--- config.mk ---
export PLATFORM = sky130hd
export DESIGN_NAME = ttc_sine
export DESIGN_NICKNAME = d
export VERILOG_FILES = /design/src/hw/rtl/time_to_collision_two_agents_top_assert.svh /design/src/hw/rtl/ttc_pkg.sv /design/src/hw/rtl/ttc_sine.sv
export SDC_FILE = /design/constraint.sdc
export NUM_CORES = 2
export LEC_CHECK = 0
export BUFFER_PORTS_ARGS = -buffer_cell sky130_fd_sc_hd__buf_2
export CAP_MARGIN = 30
export CORE_MARGIN = 8
export CORE_UTILIZATION = 31
export CTS_CLUSTER_DIAMETER = 100
export DETAILED_ROUTE_END_ITERATION = 10
export PLACE_DENSITY = 0.43
export SYNTH_ARGS = -nofsm -noshare
export SYNTH_HDL_FRONTEND = slang
export SYNTH_SLANG_ARGS = --single-unit
--- constraint.sdc ---
create_clock -name clk -period 7.55 [get_ports clk]
set_input_delay 0.3775 -clock clk [delete_from_list [all_inputs] [get_ports clk]]
set_output_delay 0.3775 -clock clk [all_outputs]
set_load 0.03 [all_outputs]
--- src/hw/rtl/time_to_collision_two_agents_top_assert.svh ---
// Assertion macros for the time-to-collision block.
// Used by time_to_collision_two_agents_top; no other dependencies.
`ifndef TIME_TO_COLLISION_TWO_AGENTS_TOP_ASSERT_SVH
`define TIME_TO_COLLISION_TWO_AGENTS_TOP_ASSERT_SVH

// same-cycle implication, off during reset
`define TTC_AST_IMP(lbl, clk, rstn, ante, cons, msg) \
  lbl: assert property (@(posedge clk) disable iff (!(rstn)) (ante) |-> (cons)) \
    else $error(msg);

// fixed-delay implication, off during reset
`define TTC_AST_DLY(lbl, clk, rstn, ante, dly, cons, msg) \
  lbl: assert property (@(posedge clk) disable iff (!(rstn)) (ante) |-> ##dly (cons)) \
    else $error(msg);

// next-cycle implication, always on
`define TTC_AST_NXT(lbl, clk, ante, cons, msg) \
  lbl: assert property (@(posedge clk) (ante) |=> (cons)) \
    else $error(msg);

`endif

--- src/hw/rtl/ttc_pkg.sv ---
// Shared types and constants for the time-to-collision pipeline.
// No dependencies; used by ttc_sine, ttc_solve and the top level.
package ttc_pkg;

  localparam int NUM_W  = 80;
  localparam int DEN_W  = 62;
  localparam int DISC_W = 116;
  localparam int ROOT_W = 58;
  localparam int REM_W  = 60;
  localparam int QUO_W  = 32;

  localparam logic [30:0] SIN_A = 31'd1686629713;
  localparam logic [29:0] SIN_B = 30'd688904866;
  localparam logic [26:0] SIN_C = 27'd76016977;

  typedef enum logic [1:0] {
    ST_FINITE = 2'b00,
    ST_NOW    = 2'b01,
    ST_NONE   = 2'b10
  } ttc_status_t;

  typedef struct packed {
    logic              do_div;
    logic              use_root;
    logic              neg;
    ttc_status_t       status;
    logic [NUM_W-1:0]  num;
    logic [DEN_W-1:0]  den;
    logic [DISC_W-1:0] disc;
  } ttc_req_t;

endpackage

--- src/hw/rtl/ttc_sine.sv ---
// Four-stage pipelined sine magnitude, Q1.30, from a 16-bit turn fraction.
// Depends on ttc_pkg for the polynomial coefficients.
module ttc_sine (
  input  logic        clk,
  input  logic [15:0] ang,
  output logic [30:0] mag,
  output logic        neg
);

  logic [14:0] x_in;
  logic [29:0] xx;
  logic [14:0] x1_r, x2_r, x3_r;
  logic [30:0] sq1_r, sq2_r;
  logic [29:0] t1_r;
  logic [30:0] t2_r;
  logic        neg1_r, neg2_r, neg3_r, neg_r;
  logic [30:0] mag_r;
  logic [57:0] p2;
  logic [60:0] p3;
  logic [45:0] p4;

  assign x_in = ang[14] ? (15'd16384 - {1'b0, ang[13:0]}) : {1'b0, ang[13:0]};
  assign xx   = 30'(x_in) * 30'(x_in);
  assign p2   = 58'(ttc_pkg::SIN_C) * 58'(sq1_r);
  assign p3   = 61'(sq2_r) * 61'(t1_r);
  assign p4   = 46'(x3_r) * 46'(t2_r);

  always_ff @(posedge clk) begin
    x1_r   <= x_in;
    sq1_r  <= {xx[28:0], 2'b00};
    neg1_r <= ang[15];
    x2_r   <= x1_r;
    sq2_r  <= sq1_r;
    t1_r   <= ttc_pkg::SIN_B - {2'b00, p2[57:30]};
    neg2_r <= neg1_r;
    x3_r   <= x2_r;
    t2_r   <= ttc_pkg::SIN_A - p3[60:30];
    neg3_r <= neg2_r;
    mag_r  <= p4[44:14];
    neg_r  <= neg3_r;
  end

  assign mag = mag_r;
  assign neg = neg_r;

endmodule

# Word level (Yosys, flattened, before mapping)
# Index checks and enable logic that the tools add are counted.
totals:
  wordCells: 20
  regBits: 199
  out_inout_bits: 32
op_classes:
  n_mul: 4
  n_addsub: 3
  muxes: 1
ops:
  columns: ["cell", "n"]
  rows:
  - ["$mul 29x30->59", 1]
  - ["$mul 27x29->56 const A", 1]
  - ["$mul 15x31->45", 1]
  - ["$sub 31x31->31 const A", 1]
  - ["$sub 30x28->30 const A", 1]
  - ["$mul 15x15->29", 1]
  - ["$mux 15", 1]
  - ["$sub 15x14->15 const A", 1]

# Logic depth before layout (Yosys ltp)
logic_depth:
  ltp_word: 3
  mapped_depth: 33
  ltp_nobuf: 32

# Worst setup path before layout
# OpenSTA, ideal clock, no wires.
synth_path:
  kind: "register to register"
  from: "register t1_r[24]"
  to: "register t2_r[30]"
  setup_ns: 0.072
  path_buffers: 2
  required_ns: 7.478
  synth_period_minus_slack_ns: 8.236
  path_slack_ns: -0.686
  arrival_time_ns: 8.163
  path_stages_with_launch: 31
  path_cell_list: "dfxtp_1 clkbuf_1 clkbuf_1 nand2_1 fa_1 inv_1 fa_1 inv_1 fa_1 inv_1 fa_1 inv_1 fa_1 fa_1 fa_1 fa_1 inv_1 ha_1 nand2_1 nor2_1 nand3_1 o21ai_0 nand2_1 o211ai_1 nand3_1 o31a_1 or3_1 a211o_1 and2_4 a2111o_1 nor3b_2"
synth_via:
  elab_chain_len: 2
synth_lines:
  columns: ["element", "line", "rtl"]
  rows:
  - ["from (decl)", "ttc_sine.sv:14", "logic [29:0] t1_r;"]
  - ["from (signal assigned)", "ttc_sine.sv:34", "t1_r <= ttc_pkg::SIN_B - {2'b00, p2[57:30]};"]
  - ["$mul 29x30->59", "ttc_sine.sv:25", "assign p3 = 61'(sq2_r) * 61'(t1_r);"]
  - ["$sub 31x31->31", "ttc_sine.sv:37", "t2_r <= ttc_pkg::SIN_A - p3[60:30];"]
  - ["to (signal assigned)", "ttc_sine.sv:37", null]
  - ["to (decl)", "ttc_sine.sv:15", "logic [30:0] t2_r;"]
# No other way between the ends.

# Final worst setup path
layout_path:
  from: "register t1_r[11]"
  to: "register t2_r[26]"
# The elaborated chain is that of the path after synthesis.

==> metrics.yaml <==
drv_cap: 0
core-area_um2: 209000
worst_slew_pin_slew_ns: 0.906
endpoint_kind: "register"
ys_ff_latch: 195
hold_class: "input port to register"
regToRegEndpoint: "t2_r[26]"
antenna_found_initial: 2
numClockSinks: 195
htreeDepth: 4
rsz0062_at_grt: "true"
clock_skew_ns: 0.0317
async_reset_ff_share_pct: 0
fill_cells: 21209
placed_cell_area_um2: 76100
status: "finished, violations left"
fin_area_um2: 80000
drt_first_pass_iters: 5
synth_warnings: 0
drtIter0Drc: 1850
io_buffers: 48
start_kind: "register"
rows: 168
crit_fanout: 6
num_vias: 47807
wl_per_cell_um: 18.1
synth_area_leader_cell: "fa_1"
synth_top_area_share_pct: 46.9
final_cell_mix: "1657 x inv_1, 1495 x fa_1, 843 x buf_4"
syn_inst: 6945
clk_latency_ns: 0.57
fin_ws_ns: -0.701
vias_per_cell: 4.51
critPathMaxStageDelay_ns: 0.58
overflow: 0
grt_max_degree: 32
ys_seq_area_share_pct: 5.99
cpMostUsedCell: "fa_1"
grt_pass1_wl_um: 311000
ff2ff_path_depth: 31
post-route-period-util_pct: 109
dieWidth_um: 475
dieHeight_um: 475
drc: 0
dieArea_um2: 225000
fmax_ghz: 0.121
slew_headroom_pct: 39.6
place_ws_ns: -0.990
rrSetupSlack_ns: -0.70
ys.flop_type: "dfxtp_1"
drive_above_1_share_pct: 19.7
synth_area_um2: 65200
violations: "negative setup slack"
synthDistinctLibCells: 87
grt_usage_pct: 17.6
cts_inserted_buffers: 17
grt_pass1_vias: 54691
cp.buffers_inverters: 8
synthTopCellsByArea: "fa_1 47%, ha_1 14%, inv_1 9.8%"
ant_nets: 0
area_delta_synth_final_pct: 22.7
worstPathRequired_ns: 8.00
synth_area_per_cell_um2: 9.39
holdPathStages: 2
arrival_ns: 8.70
cts_tree: "done"
clkTransAtPathRegs_ns: 0.09
clock-root-buffer: "clkbuf_16"
whs_endpoint: "sq1_r[4]"
wl_um: 192000
nets: 10068
final-max-slew-violation-count: 0
io_pins: 49
dp_hpwl_um: 168000
crit_slowest_cell: "fa_1"
setup_viol: 21
layout_commonest_cell: "inv_1"
routabilityCongestion: 0.835
synth_edf_count: 0
critPathTopFamily: "adder cells"
reg2reg_from: "t1_r[11]"
period_needed_ns: 8.25
crit_type: "register to register"
hold_start: "ang[1]"
clock_path_buffers: 2
cp.depth: 31
hold_viol: 0
start_util_pct: 31.1
==> state kept, by name, indices dropped and copies added, names as in the netlist <==
register	count
mag	31
t1_r	30
sq2_r	27
neg	1
x2_r	15
neg3_r	1
neg2_r	1
sq1_r	27
x3_r	15
neg1_r	1
x1_r	15
t2_r	31
==> metrics by stage <==
step | TNS, ns | hold WS, ns | cells | util [%]
floorplan | -0.946 | 0.310 | 6963 | -
global placement | -25.80 | 0.311 | 10461 | 36.4
detailed placement | -25.70 | 0.312 | 10461 | 36.4
CTS | -6.05 | 0.176 | 10561 | 37.8
global route | -15.12 | 0.222 | 10589 | 38.2
finish | -7.18 | 0.264 | 10591 | 38.2
==> cell usage after synthesis (5+ instances only) <==
cell type,instances
inv_1,1698
fa_1,1528
nand2_1,808
ha_1,752
and2_1,656
clkbuf_1,273
dfxtp_1,195
nor2_1,148
a21oi_1,124
xnor2_1,115
o21ai_0,76
a21o_1,54
xor2_1,53
nor3_1,39
nand3_1,34
nand4_1,32
nor2b_1,27
o21bai_1,20
o21a_1,19
or3_1,19
a211oi_1,17
and3_1,15
or2_2,15
a31oi_1,14
o211ai_1,13
nand2b_1,12
a211o_1,8
a21boi_0,8
a221oi_1,8
clkinv_1,7
o21ai_1,7
o31ai_1,7
o41ai_1,7
nor3b_1,6
o31a_1,6
a311oi_1,5
a31o_2,5
nand4b_1,5
nor4_1,5
o211a_1,5
o221ai_1,5
or4_1,5
==> metal layers <==
| metal | vias up | share of wire, % | track usage [%] |
|---|---|---|---|
| met5 | - | 0 | 0 |
| met4 | 0 | 2.0 | 3.54 |
| met3 | 168 | 2.5 | 1.30 |
| met2 | 659 | 50 | 31.2 |
| met1 | 24741 | 45 | 23.7 |
| li1 | 22239 | - | - |
==> final cells by class <==
| class | count | area [um^2] | area share [%] |
|---|---|---|---|
| multi-input cells | 4787 | 56100 | 70.1 |
| diodes | 2 | 5.00 | 0.00625 |
| inverters | 1705 | 6400 | 8.00 |
| clock inverters | 15 | 225 | 0.281 |
| flip-flops and latches | 195 | 4030 | 5.04 |
| well taps | 2805 | 3510 | 4.39 |
| clock buffers | 17 | 425 | 0.532 |
| repair buffers | 1065 | 9360 | 11.7 |
==> worst register-to-register path, delay by kind of cell, from the launching register on <==
family / cells / cell delay (ns)
buffers and inverters: 8 / 0.72
AND/OR/NAND/NOR: 6 / 1.04
adder cells (fa/ha/maj): 9 / 3.98
AO/OA/AOI/OAI: 7 / 1.81
XOR/XNOR: 1 / 0.14
flip-flops: 1 / 0.42
==> logic make-up (layout without fill, tap and decap cells) <==
kind of cell,after synthesis,after routing,share of synthesized area (%)
AO/OA/AOI/OAI,463,463,4.82
flip-flops,195,195,5.99
buffers and inverters,1981,2802,11.4
other,2,22,0.0115
XOR/XNOR,168,168,2.26
multiplexers,6,6,0.0959
adder cells (fa/ha/maj),2280,2280,61.3
AND/OR/NAND/NOR,1850,1850,14.1
==> timing repair <==
action,in CTS,in global routing
hold buffers,1,0
buffers inserted,79,37
pin swaps,158,140
gates cloned,1,0
hold endpoints to repair,1,0
gates resized for setup,387,207
setup endpoints to repair,49,56
==> worst max-delay path by stage <==
| stage | startpoint | to | slack [ns] |
|---|---|---|---|
| final | t1_r[11] | t2_r[26] | -0.70 |
| after global routing | t1_r[9] | t2_r[30] | -0.98 |
| after CTS | sq2_r[7] | t2_r[30] | -0.65 |
| after detailed placement | t1_r[6] | t2_r[30] | -0.99 |
| after global placement | t1_r[14] | t2_r[30] | -0.90 |
| after floorplan | t1_r[14] | t2_r[30] | -0.36 |
Power is not shown: default switching activity piles up to over one toggle a cycle in this logic, so the estimate is an artifact.
